--- src/hw/rtl/wf3_pkg.sv ---
// shared types, register indexes, constants and helper functions of the 3x3 window filter
// no dependencies
`timescale 1ns / 1ps
package wf3_pkg;

    localparam int DEF_MAX_WIDTH  = 1024;
    localparam int DEF_MAX_HEIGHT = 4096;
    localparam int FIFO_DEPTH     = 8;

    // reciprocals for constant division: x/3 = (x*683)>>11, x/9 = (x*7282)>>16
    localparam logic [10:0] RECIP3 = 11'd683;
    localparam logic [15:0] RECIP9 = 16'd7282;

    localparam logic [3:0] REG_FILTER_MODE  = 4'd0;
    localparam logic [3:0] REG_IMAGE_WIDTH  = 4'd1;
    localparam logic [3:0] REG_IMAGE_HEIGHT = 4'd2;
    localparam logic [3:0] REG_AREA_ENABLE  = 4'd3;
    localparam logic [3:0] REG_AREA_X_LOW   = 4'd4;
    localparam logic [3:0] REG_AREA_X_HIGH  = 4'd5;
    localparam logic [3:0] REG_AREA_Y_LOW   = 4'd6;
    localparam logic [3:0] REG_AREA_Y_HIGH  = 4'd7;

    typedef enum logic [2:0] {
        MODE_BOX, MODE_HIGHPASS, MODE_SOBEL, MODE_BINARIZE,
        MODE_MEDIAN, MODE_MIN, MODE_MAX, MODE_PASS
    } mode_t;

    typedef struct packed {
        logic in_area;
        logic last;
    } wf3_ctrl_t;

    function automatic logic [7:0] min2(input logic [7:0] a, input logic [7:0] b);
        return (a < b) ? a : b;
    endfunction

    function automatic logic [7:0] max2(input logic [7:0] a, input logic [7:0] b);
        return (a > b) ? a : b;
    endfunction

    function automatic logic [7:0] med3(input logic [7:0] a, input logic [7:0] b,
                                        input logic [7:0] c);
        return max2(min2(a, b), min2(max2(a, b), c));
    endfunction

endpackage

--- src/hw/rtl/wf3_kernel.sv ---
// filter datapath: takes the registered 3x3 window and produces one output pixel
// depends on wf3_pkg
`timescale 1ns / 1ps
module wf3_kernel (
    input  logic              aclk,
    input  logic              aresetn,
    input  wf3_pkg::mode_t    mode,
    input  logic              in_valid,
    input  wf3_pkg::wf3_ctrl_t in_ctrl,
    input  logic [8:0][7:0]   win,
    output logic              out_valid,
    output logic [7:0]        out_pixel,
    output logic              out_last,
    output logic [1:0]        busy_count
);
    import wf3_pkg::*;

    // stage 3: sums and row sorts
    logic              v3_reg;
    wf3_ctrl_t         ctrl3_reg;
    logic [7:0]        c3_reg;
    logic [11:0]       box3_reg;
    logic signed [11:0] lap3_reg;
    logic signed [10:0] gx3_reg, gy3_reg;
    logic [2:0][7:0]   lo3_reg, mi3_reg, hi3_reg;

    // stage 4: divisions, magnitudes, order statistics
    logic              v4_reg;
    wf3_ctrl_t         ctrl4_reg;
    logic [7:0]        c4_reg, box4_reg, ql4_reg, med4_reg, mn4_reg, mx4_reg;
    logic              lneg4_reg;
    logic [11:0]       sob4_reg;

    // stage 5: output
    logic              v5_reg;
    logic [7:0]        pix5_reg;
    logic              last5_reg;

    logic [11:0] box_next;
    logic signed [11:0] lap_next;
    logic signed [10:0] gx_next, gy_next;
    logic [9:0]  labs_next;
    logic [27:0] boxp_next;
    logic [25:0] lp_next;
    logic [11:0] sob_next;
    logic [7:0]  filt_next;
    logic [10:0] d_next;

    always_comb begin
        int s;
        int l;
        int gx;
        int gy;
        s = 0;
        for (int i = 0; i < 9; i++) begin
            s = s + int'(win[i]);
        end
        l = int'(win[1]) + int'(win[3]) + int'(win[5]) + int'(win[7]) - 4 * int'(win[4]);
        gx = -int'(win[0]) + int'(win[2]) - 2 * int'(win[3]) + 2 * int'(win[5])
             - int'(win[6]) + int'(win[8]);
        gy = -int'(win[0]) - 2 * int'(win[1]) - int'(win[2]) + int'(win[6])
             + 2 * int'(win[7]) + int'(win[8]);
        box_next = 12'(s);
        lap_next = 12'(l);
        gx_next  = 11'(gx);
        gy_next  = 11'(gy);
    end

    always_comb begin
        logic [10:0] ax;
        logic [10:0] ay;
        labs_next = lap3_reg[11] ? 10'(-lap3_reg) : 10'(lap3_reg);
        boxp_next = 28'(box3_reg) * 28'(RECIP9);
        lp_next   = 26'(labs_next) * 26'(RECIP9);
        ax = gx3_reg[10] ? 11'(-gx3_reg) : 11'(gx3_reg);
        ay = gy3_reg[10] ? 11'(-gy3_reg) : 11'(gy3_reg);
        sob_next = 12'(ax) + 12'(ay);
    end

    always_comb begin
        d_next = lneg4_reg ? (11'(c4_reg) + 11'(ql4_reg)) : (11'(c4_reg) - 11'(ql4_reg));
        if (d_next[10]) begin
            d_next = -d_next;
        end
        case (mode)
            MODE_BOX:      filt_next = box4_reg;
            MODE_HIGHPASS: filt_next = d_next[7:0];
            MODE_SOBEL:    filt_next = (sob4_reg > 12'd255) ? 8'd64 : sob4_reg[7:0];
            MODE_BINARIZE: begin
                if (sob4_reg < 12'd127) begin
                    filt_next = 8'd0;
                end else if (sob4_reg > 12'd127) begin
                    filt_next = 8'd255;
                end else begin
                    filt_next = 8'd127;
                end
            end
            MODE_MEDIAN:   filt_next = med4_reg;
            MODE_MIN:      filt_next = mn4_reg;
            MODE_MAX:      filt_next = mx4_reg;
            default:       filt_next = c4_reg;
        endcase
    end

    always_ff @(posedge aclk) begin
        if (!aresetn) begin
            v3_reg <= 1'b0;
            v4_reg <= 1'b0;
            v5_reg <= 1'b0;
        end else begin
            v3_reg <= in_valid;
            v4_reg <= v3_reg;
            v5_reg <= v4_reg;
        end
        ctrl3_reg <= in_ctrl;
        c3_reg    <= win[4];
        box3_reg  <= box_next;
        lap3_reg  <= lap_next;
        gx3_reg   <= gx_next;
        gy3_reg   <= gy_next;
        for (int r = 0; r < 3; r++) begin
            lo3_reg[r] <= min2(min2(win[3*r], win[3*r+1]), win[3*r+2]);
            mi3_reg[r] <= med3(win[3*r], win[3*r+1], win[3*r+2]);
            hi3_reg[r] <= max2(max2(win[3*r], win[3*r+1]), win[3*r+2]);
        end

        ctrl4_reg <= ctrl3_reg;
        c4_reg    <= c3_reg;
        box4_reg  <= boxp_next[23:16];
        ql4_reg   <= lp_next[23:16];
        lneg4_reg <= lap3_reg[11];
        sob4_reg  <= sob_next;
        med4_reg  <= med3(max2(max2(lo3_reg[0], lo3_reg[1]), lo3_reg[2]),
                          med3(mi3_reg[0], mi3_reg[1], mi3_reg[2]),
                          min2(min2(hi3_reg[0], hi3_reg[1]), hi3_reg[2]));
        mn4_reg   <= min2(min2(lo3_reg[0], lo3_reg[1]), lo3_reg[2]);
        mx4_reg   <= max2(max2(hi3_reg[0], hi3_reg[1]), hi3_reg[2]);

        pix5_reg  <= ctrl4_reg.in_area ? filt_next : c4_reg;
        last5_reg <= ctrl4_reg.last;
    end

    assign out_valid  = v5_reg;
    assign out_pixel  = pix5_reg;
    assign out_last   = last5_reg;
    assign busy_count = 2'(v3_reg) + 2'(v4_reg) + 2'(v5_reg);

endmodule

--- config.mk ---
export PLATFORM = sky130hd
export DESIGN_NAME = wf3_kernel
export DESIGN_NICKNAME = d
export VERILOG_FILES = /design/src/hw/rtl/wf3_pkg.sv /design/src/hw/rtl/wf3_kernel.sv
export SDC_FILE = /design/constraint.sdc
export NUM_CORES = 1
export LEC_CHECK = 0
export ABC_AREA = 1
export BUFFER_PORTS_ARGS = -buffer_cell sky130_fd_sc_hd__buf_4
export CORE_MARGIN = 10
export CORE_UTILIZATION = 45
export CTS_BUF_LIST = sky130_fd_sc_hd__clkbuf_4 sky130_fd_sc_hd__clkbuf_8
export CTS_CLUSTER_SIZE = 30
export DETAILED_ROUTE_END_ITERATION = 12
export GPL_TIMING_DRIVEN = 0
export PLACE_DENSITY = 0.61
export SETUP_SLACK_MARGIN = 0.15
export SLEW_MARGIN = 5
export SYNTH_ARGS = -nofsm -noshare
export SYNTH_HDL_FRONTEND = slang
export SYNTH_SLANG_ARGS = --single-unit
--- constraint.sdc ---
create_clock -name aclk -period 9.7 [get_ports aclk]
set_input_delay 0.97 -clock aclk [delete_from_list [all_inputs] [get_ports aclk]]
set_output_delay 0.97 -clock aclk [all_outputs]
set_load 0.03 [all_outputs]
## Yosys cells after proc, flatten, opt, wreduce, memory -nomap -nowiden

Index checks and enable logic that the tools add are counted.
W data, S select, Z words.

| storage, ports and cells | value |
|---|---|
| output and inout port bits | 12 |
| word-level logic and storage cells | 153 |
| input port bits | 80 |
| flip-flop bits (word level) | 202 |

| cells by class | value |
|---|---|
| equal/unequal tests | 6 |
| $lt $le $gt $ge | 37 |
| reductions and logical operators | 1 |
| add/sub/neg operators | 32 |
| muxes and demuxes | 44 |
| multiply operators | 2 |

Operators by type and width:

| operator | number |
|---|---|
| $mux W8 | 39 |
| $gt A8 B8 Y1 | 17 |
| $lt A8 B8 Y1 | 17 |
| $pmux W8 S7 | 1 |
| $add A12 B8 Y12 | 4 |
| $add A11 B9 Y11 | 4 |
| $mux W11 | 3 |
| $mul A12 B12 Y23 const B | 1 |
| $add A10 B8 Y11 | 2 |
| $add A11 B10 Y11 | 2 |
| $mul A10 B12 Y22 const B | 1 |
| $neg A11 Y11 | 2 |
| $sub A11 B10 Y11 | 2 |
| $sub A11 B9 Y11 | 2 |
| $add A9 B8 Y10 | 2 |
| $add A8 B8 Y9 | 2 |
| $add A11 B11 Y12 | 1 |
| $add A11 B8 Y12 | 1 |
| $gt A12 B7 Y1 const B | 1 |
| $gt A12 B8 Y1 const B | 1 |
| $lt A12 B7 Y1 const B | 1 |
| $sub A11 B10 Y12 | 1 |
| $neg A8 Y11 | 1 |
| $mux W10 | 1 |
| other kinds (10) | 13 |

## Depth between registers and ports, before layout

Gate-level depths: netlist of run 1.

| depth | value |
|---|---|
| word-level depth | 12 |
| mapped depth | 67 |

## Least setup slack after synthesis of run 1

Ideal clock, no wire load.

| timing | value |
|---|---|
| path type | reg2reg |
| start | register mi3_reg[13] in the netlist's numbering |
| end | register med4_reg[0] |
| stages on the path, launching flop included | 51 |
| buffers on the path | 3 |
| path slack | 1484 ps |
| arrival time | 8158 ps |
| path through | dfxtp_1 > inv_1 > ha_1 > a21oi_1 > nor2_1 > nor2_2 > nand2_4 > nand2_4 > clkbuf_1 > nand2_1 > o21ai_0 > ha_1 > a21oi_1 > nor2_1 > a211oi_2 > nand2_4 > clkbuf_1 > o21ai_0 > [... 15 more ...] > inv_2 > nand2_1 > o21ai_1 > ha_1 > a21oi_1 > nor2_1 > a211oi_2 > nand2_8 > nand2_2 > nand2_1 > ha_1 > nand2_1 > o21ai_0 > nand2_1 > a32oi_1 > clkinv_1 > or2_1 > nand2_1 |

| on the way | value |
|---|---|
| cells in the longest elaborated chain, start to end | 12 |
| elaborated cells on any way between the ends | 16 |
| those cells by class | order compare: 8; mux: 8 |

RTL lines:

| what | line | RTL |
|---|---|---|
| from (decl) | wf3_kernel.sv:25 | `logic [2:0][7:0] lo3_reg, mi3_reg, hi3_reg;` |
| from (signal, indexed assignment) | wf3_kernel.sv:123 | `mi3_reg[r] <= med3(win[3*r], win[3*r+1], win[3*r+2]);` |
| $gt A8 B8 Y1 | wf3_pkg.sv:38 | `return (a > b) ? a : b;` |
| $mux W8 | wf3_pkg.sv:38 |  |
| $lt A8 B8 Y1 | wf3_pkg.sv:34 | `return (a < b) ? a : b;` |
| $mux W8 | wf3_pkg.sv:34 |  |
| $gt A8 B8 Y1 | wf3_pkg.sv:38 |  |
| $mux W8 (*) | wf3_pkg.sv:38 |  |
| $gt A8 B8 Y1 | wf3_pkg.sv:38 |  |
| $mux W8 | wf3_pkg.sv:38 |  |
| $lt A8 B8 Y1 | wf3_pkg.sv:34 |  |
| $mux W8 | wf3_pkg.sv:34 |  |
| $gt A8 B8 Y1 | wf3_pkg.sv:38 |  |
| $mux W8 (*) | wf3_pkg.sv:38 |  |
| to (signal assigned) | wf3_kernel.sv:133 | `med4_reg <= med3(max2(max2(lo3_reg[0], lo3_reg[1]), lo3_reg[2]),` |
| to (decl) | wf3_kernel.sv:30 | `logic [7:0] c4_reg, box4_reg, ql4_reg, med4_reg, mn4_reg, mx4_reg;` |

Every way passes the cells marked *; elsewhere a longest branch is shown, timed or not.
A chain may end at the register's enable or synchronous reset.

## Final worst setup path of run 1

| timing | value |
|---|---|
| start | register mi3_reg[15] in the netlist's numbering |
| end | register med4_reg[0] |

Same word-level chain as after synthesis.

==> results.sh, run 1 <==
export IMPL_cp_data_required_time_ns=10.19
export IMPL_outcome="completed"
export IMPL_worstPathArrival_ns=9.12
export IMPL_wire_length_of_the_first_global_routing_pass_mm=99.1
export IMPL_number_of_global_route_vias_before_repair=18489
export IMPL_critical_path_reg2reg_endpoint="med4_reg[0]"
export IMPL_final_cells=3501
export IMPL_detailedRoute_firstIterationViolations=1273
export IMPL_cell_mode_on_critical_path="nand2_1"
export IMPL_globalplace_congestion=0.929
export IMPL_synth_simple_gate_area_share_pct=13.8
export IMPL_place_port_buffers=91
export IMPL_reg2reg_setup_slack_ns=1.07
export IMPL_num_rows=80
export IMPL_finalSetupViolations=0
export IMPL_number_of_nets_with_antenna_violations_after_routing=0
export IMPL_worst_slew_pin_transition_ns=0.935
export IMPL_cts_root_to_sink_buffers=3
export IMPL_setup_tns_final_ns=0
export IMPL_die_area_um2=58100
export IMPL_global_route_overflow_total=0
export IMPL_fin_worst_skew_ns=0.0277
export IMPL_crit_path_max_fanout=15
export IMPL_drv_max_cap_violation_count=0
export IMPL_hp_start="ctrl4_reg[0]"
export IMPL_core_area_um2=48000
export IMPL_dp_cells=3430
export IMPL_yosysWarningCount=0
export IMPL_finalCritPeriodShare_pct=89.0
export IMPL_h_tree_depth=2
export IMPL_route_final_wire_length_mm=63.2
export IMPL_initial_core_util_pct=45.8
export IMPL_vias=18279
export IMPL_synthesis_instances=2724
export IMPL_startpoint="mi3_reg[15]"
export IMPL_maxSlewViolCount=0
export IMPL_final_cell_mix="530 x inv_1, 471 x nand2_1, 401 x ha_1"
export IMPL_vias_per_cell=5.22
export IMPL_clock_tree_from_tritoncts="done"
export IMPL_critPathMaxStageDelay_ns=0.36
export IMPL_cts_buffers_inserted=37
export IMPL_yosys_area_share_adder_pct=40.8
export IMPL_buffer_cell_driving_the_clock_tree_root="clkbuf_8"
export IMPL_firstDrtPassIters=6
export IMPL_ioPinCount=92
export IMPL_final_hold_worst_slack_ns=0.325
export IMPL_grt_max_degree=11
export IMPL_synth_compound_area_share_pct=13.4
export IMPL_critPathKind="flip-flop to flip-flop"
export IMPL_average_wire_length_per_cell_after_detail_routing_um=18.1
export IMPL_startpoint_type="flip-flop"
export IMPL_syn_nets=3403
export IMPL_synthesized_flop_and_latch_total=201
export IMPL_worst_setup_hold_path_clk_slew_ns=0.06
export IMPL_synth_top_family_by_area="adder cells"
export IMPL_final_common_cell="inv_1"
export IMPL_die_h_um=241
export IMPL_proportion_of_layout_cells_with_a_drive_suffix_above_1_pct=7.15
export IMPL_synthToLayoutAreaGrowth_pct=10.8
export IMPL_reg2regPathDepth=49
export IMPL_rsz0062_at_grt="no"
export IMPL_min_delay_path_class="flip-flop to flip-flop"
export IMPL_timing_final_hold_violations=0
export IMPL_detail_route_drc_violations=0
export IMPL_worst_path_max_delay_cell="dfxtp_1"
export IMPL_endpoint_kind="flip-flop"
export IMPL_fmax_ghz=0.116
export IMPL_antenna_found_initial=7
export IMPL_hold_path_endpoint="out_last"
export IMPL_synth_edff_count=0
export IMPL_regToRegStartpoint="mi3_reg[15]"
export IMPL_yosys_cell_types_count=50
export IMPL_global_route_usage_total_pct=22.2
export IMPL_layout_min_cycle_time_ns=8.63
export IMPL_tritoncts_num_sinks=201
export IMPL_max_slew_margin_pct=37.2
export IMPL_synth_mux_area_fraction_pct=0.0455
export IMPL_postSynthAreaPerCell_um2=8.07
export IMPL_place_hpwl_mm=55.1
export IMPL_post_synthesis_cell_area_um2=22000
export IMPL_num_nets_final=3534
export IMPL_synth_xor_xnor_area_share_pct=3.86
export IMPL_clk_insertion_delay_late_ns=0.57
export IMPL_synth_seq_area_share_pct=18.3
export IMPL_cts_hold_fix_bufs=0
export IMPL_synth_flop_cell="dfxtp_1"
export IMPL_hold_path_depth=0
export IMPL_ys_async_sr_fraction_pct=0
export IMPL_die_width_um=241
==> cells by family after synthesis <==
| logic type | Yosys count |
|---|---|
| AO/OA/AOI/OAI | 535 |
| XOR/XNOR | 97 |
| adder cells (fa/ha/maj) | 599 |
| buffers and inverters | 570 |
| flip-flops | 201 |
| multiplexers | 1 |
| AND/OR/NAND/NOR | 721 |
==> critical path: cells and delay by family (launching register included) <==
kind | cells | cell delay [ns]
compound gates | 13 | 2.86
fa+ha+maj | 6 | 1.84
buf+inv | 6 | 0.86
flops | 1 | 0.36
simple gates | 24 | 2.61
==> cell type report <==
| class | instances | area (um^2) |
|---|---|---|
| fill | 4647 | 23700 |
| multi-input combinational | 1953 | 15900 |
| sequential | 201 | 4020 |
| inverter | 536 | 2010 |
| tap | 615 | 769 |
| timing repair buffer | 93 | 711 |
| clock buffer | 51 | 652 |
| clock inverter | 16 | 199 |
| buffer | 33 | 125 |
| antenna | 3 | 7.51 |
==> worst max-delay path by stage <==
| stage | end | slack [ns] | cells after the start |
|---|---|---|---|
| after floorplan | med4_reg[0] | 1.48 | 50 |
| after CTS | med4_reg[0] | 0.15 | 49 |
| after global placement | med4_reg[0] | 0.003 | 49 |
| after detailed placement | med4_reg[0] | -0.19 | 49 |
| final | med4_reg[0] | 1.07 | 49 |
| after global routing | med4_reg[0] | 0.17 | 48 |
==> metrics by stage <==
step / utilization (%) / cell area [um^2] / setup slack, ns
floorplan: - / 22000 / 1.48
global placement: 48.8 / 23400 / 0.00261
detailed placement: 48.8 / 23400 / -0.187
CTS: 50.6 / 24300 / 0.155
global route: 50.7 / 24400 / 0.171
finish: 50.7 / 24400 / 1.07
==> synth_stat cells (12+ instances only) <==
library cell	instances	share of area (%)
o31ai_1	12	0.41
nand2_2	20	0.57
clkbuf_1	33	0.56
nor2_1	108	1.8
xor2_1	70	2.8
xnor2_1	27	1.1
nand2_1	471	8.0
a211oi_1	15	0.51
dfxtp_1	201	18
inv_1	530	9.0
fa_1	198	18
nand4_1	16	0.46
o21ai_0	285	6.5
nor3_1	16	0.36
ha_1	401	23
a21oi_1	151	3.4
nand3_1	60	1.4
==> timing repair <==
item,in CTS,in global routing
resized for setup,2,6
pin swaps,0,1
cloned,0,0
setup buffers,0,2
setup endpoints to repair,8,8
==> per-layer routing <==
metal / vias to the layer above / global-route usage, % / routed length (um)
li1: 9070 / - / -
met3: 133 / 3.83 / 4160
met5: - / 0 / 12
met2: 545 / 36.4 / 28800
met1: 8529 / 28.3 / 27700
met4: 2 / 9.18 / 2520
Power of run 1 is left out: the tool's default activity adds up to more than one toggle a clock period on the data nets, which glitch-free logic cannot reach.
==> inputs of run 2 (changes only) <==
--- a/config.mk
+++ b/config.mk
@@ -8,12 +8,12 @@
 export ABC_AREA = 1
 export BUFFER_PORTS_ARGS = -buffer_cell sky130_fd_sc_hd__buf_4
 export CORE_MARGIN = 10
-export CORE_UTILIZATION = 45
+export CORE_UTILIZATION = 55
 export CTS_BUF_LIST = sky130_fd_sc_hd__clkbuf_4 sky130_fd_sc_hd__clkbuf_8
 export CTS_CLUSTER_SIZE = 30
 export DETAILED_ROUTE_END_ITERATION = 12
 export GPL_TIMING_DRIVEN = 0
-export PLACE_DENSITY = 0.61
+export PLACE_DENSITY = 0.72
 export SETUP_SLACK_MARGIN = 0.15
 export SLEW_MARGIN = 5
 export SYNTH_ARGS = -nofsm -noshare
==> constraint.sdc (replaced) <==
create_clock -name aclk -period 9.7 [get_ports aclk]
set_input_delay 0.97 -clock aclk [delete_from_list [all_inputs] [get_ports aclk]]
set_output_delay 0.97 -clock aclk [all_outputs]
set_load 0.005 [all_outputs]
==> results.sh, run 2 (synthesized netlist as in run 1, its figures left out) <==
export IMPL_clock_tree_from_tritoncts="done"
export IMPL_number_of_global_route_vias_before_repair=18178
export IMPL_vias_per_cell=5.39
export IMPL_min_delay_path_class="flip-flop to flip-flop"
export IMPL_startpoint_type="flip-flop"
export IMPL_place_port_buffers=91
export IMPL_firstDrtPassIters=6
export IMPL_worstPathArrival_ns=9.22
export IMPL_final_cell_mix="530 x inv_1, 471 x nand2_1, 401 x ha_1"
export IMPL_worst_setup_hold_path_clk_slew_ns=0.07
export IMPL_reg2reg_setup_slack_ns=0.98
export IMPL_fin_worst_skew_ns=0.0370
export IMPL_clk_insertion_delay_late_ns=0.59
export IMPL_cp_data_required_time_ns=10.20
export IMPL_outcome="completed"
export IMPL_finalCritPeriodShare_pct=89.9
export IMPL_die_width_um=220
export IMPL_cts_hold_fix_bufs=0
export IMPL_global_route_usage_total_pct=25.7
export IMPL_vias=18391
export IMPL_endpoint_kind="flip-flop"
export IMPL_number_of_nets_with_antenna_violations_after_routing=0
export IMPL_initial_core_util_pct=55.5
export IMPL_hold_path_endpoint="ctrl4_reg[0]"
export IMPL_cts_buffers_inserted=37
export IMPL_maxSlewViolCount=0
export IMPL_finalSetupViolations=0
export IMPL_worst_path_max_delay_cell="dfxtp_1"
export IMPL_antenna_found_initial=5
export IMPL_critical_path_reg2reg_endpoint="med4_reg[0]"
export IMPL_fmax_ghz=0.115
export IMPL_cell_mode_on_critical_path="nand2_1"
export IMPL_global_route_overflow_total=0
export IMPL_die_h_um=220
export IMPL_timing_final_hold_violations=0
export IMPL_average_wire_length_per_cell_after_detail_routing_um=18.0
export IMPL_num_rows=73
export IMPL_rsz0062_at_grt="no"
export IMPL_detail_route_drc_violations=0
export IMPL_h_tree_depth=2
export IMPL_num_nets_final=3535
export IMPL_die_area_um2=48400
export IMPL_grt_max_degree=11
export IMPL_antenna_cells_inserted=0
export IMPL_layout_min_cycle_time_ns=8.72
export IMPL_hold_path_depth=0
export IMPL_setup_tns_final_ns=0
export IMPL_place_hpwl_mm=53.5
export IMPL_reg2regPathDepth=49
export IMPL_tritoncts_num_sinks=201
export IMPL_worst_slew_pin_transition_ns=0.887
export IMPL_cts_root_to_sink_buffers=3
export IMPL_wire_length_of_the_first_global_routing_pass_mm=96.6
export IMPL_regToRegStartpoint="mi3_reg[15]"
export IMPL_buffer_cell_driving_the_clock_tree_root="clkbuf_8"
export IMPL_drv_max_cap_violation_count=0
export IMPL_route_final_wire_length_mm=61.4
export IMPL_hp_start="ctrl3_reg[0]"
export IMPL_proportion_of_layout_cells_with_a_drive_suffix_above_1_pct=7.18
export IMPL_core_area_um2=39600
export IMPL_ioPinCount=92
export IMPL_critPathMaxStageDelay_ns=0.35
export IMPL_detailedRoute_firstIterationViolations=1485
export IMPL_max_slew_margin_pct=40.2
export IMPL_critPathKind="flip-flop to flip-flop"
export IMPL_finalCoreUtilization_pct=61.0
export IMPL_synthToLayoutAreaGrowth_pct=9.94
export IMPL_final_common_cell="inv_1"
export IMPL_globalplace_congestion=0.936
export IMPL_crit_path_max_fanout=15
run 2: per-layer routing:
layer | track usage (%) | part of all wire [%] | up-vias
li1 | - | - | 9071
met1 | 33.3 | 44 | 8530
met2 | 42.2 | 46 | 650
met3 | 3.67 | 6.6 | 140
met4 | 10.8 | 4.2 | 0
met5 | 0 | 0 | -
run 2: worst max-delay path: cells and delay by family, from the launching register on:
kind,cells,cell delay (ns)
AO/OA/AOI/OAI,13,2.92
AND/OR/NAND/NOR,24,2.61
adder cells (fa/ha/maj),6,1.84
buffers and inverters,6,0.91
flip-flops,1,0.35
run 2: worst max path at each step:
stage | startpoint | endpoint | cells past startpoint
global placement | mi3_reg[15] | med4_reg[0] | 49
global route | mi3_reg[15] | med4_reg[0] | 49
floorplan | mi3_reg[13] | med4_reg[0] | 50
CTS | mi3_reg[15] | med4_reg[0] | 49
detailed placement | mi3_reg[15] | med4_reg[0] | 49
finish | mi3_reg[15] | med4_reg[0] | 49
run 2: stage by stage:
| step | std cells | hold WS (ns) | area, um^2 | setup WS, ns |
|---|---|---|---|---|
| final | 3409 | 0.327 | 24200 | 0.983 |
| after global routing | 3409 | 0.329 | 24200 | 0.192 |
| after CTS | 3407 | 0.327 | 24100 | 0.260 |
| after detailed placement | 3340 | 0.313 | 23300 | -0.116 |
| after global placement | 3340 | 0.313 | 23300 | 0.124 |
| after floorplan | 2724 | 0.310 | 22000 | 1.48 |
run 2: cell type report:
type	count	area (um^2)
Timing Repair Buffer	94	706
Tap cell	525	657
Clock inverter	13	114
Multi-Input combinational cell	1953	15900
Inverter	536	2010
Buffer	33	125
Fill cell	3586	15500
Sequential cell	201	4020
Clock buffer	54	681
run 2: timing repair:
item	4_1_cts	5_1_grt
cloned	0	0
gates resized for setup	2	6
buffers inserted	0	3
setup endpoints to repair	8	8
pin swaps	0	1
Power of run 2 is left out for the same reason.
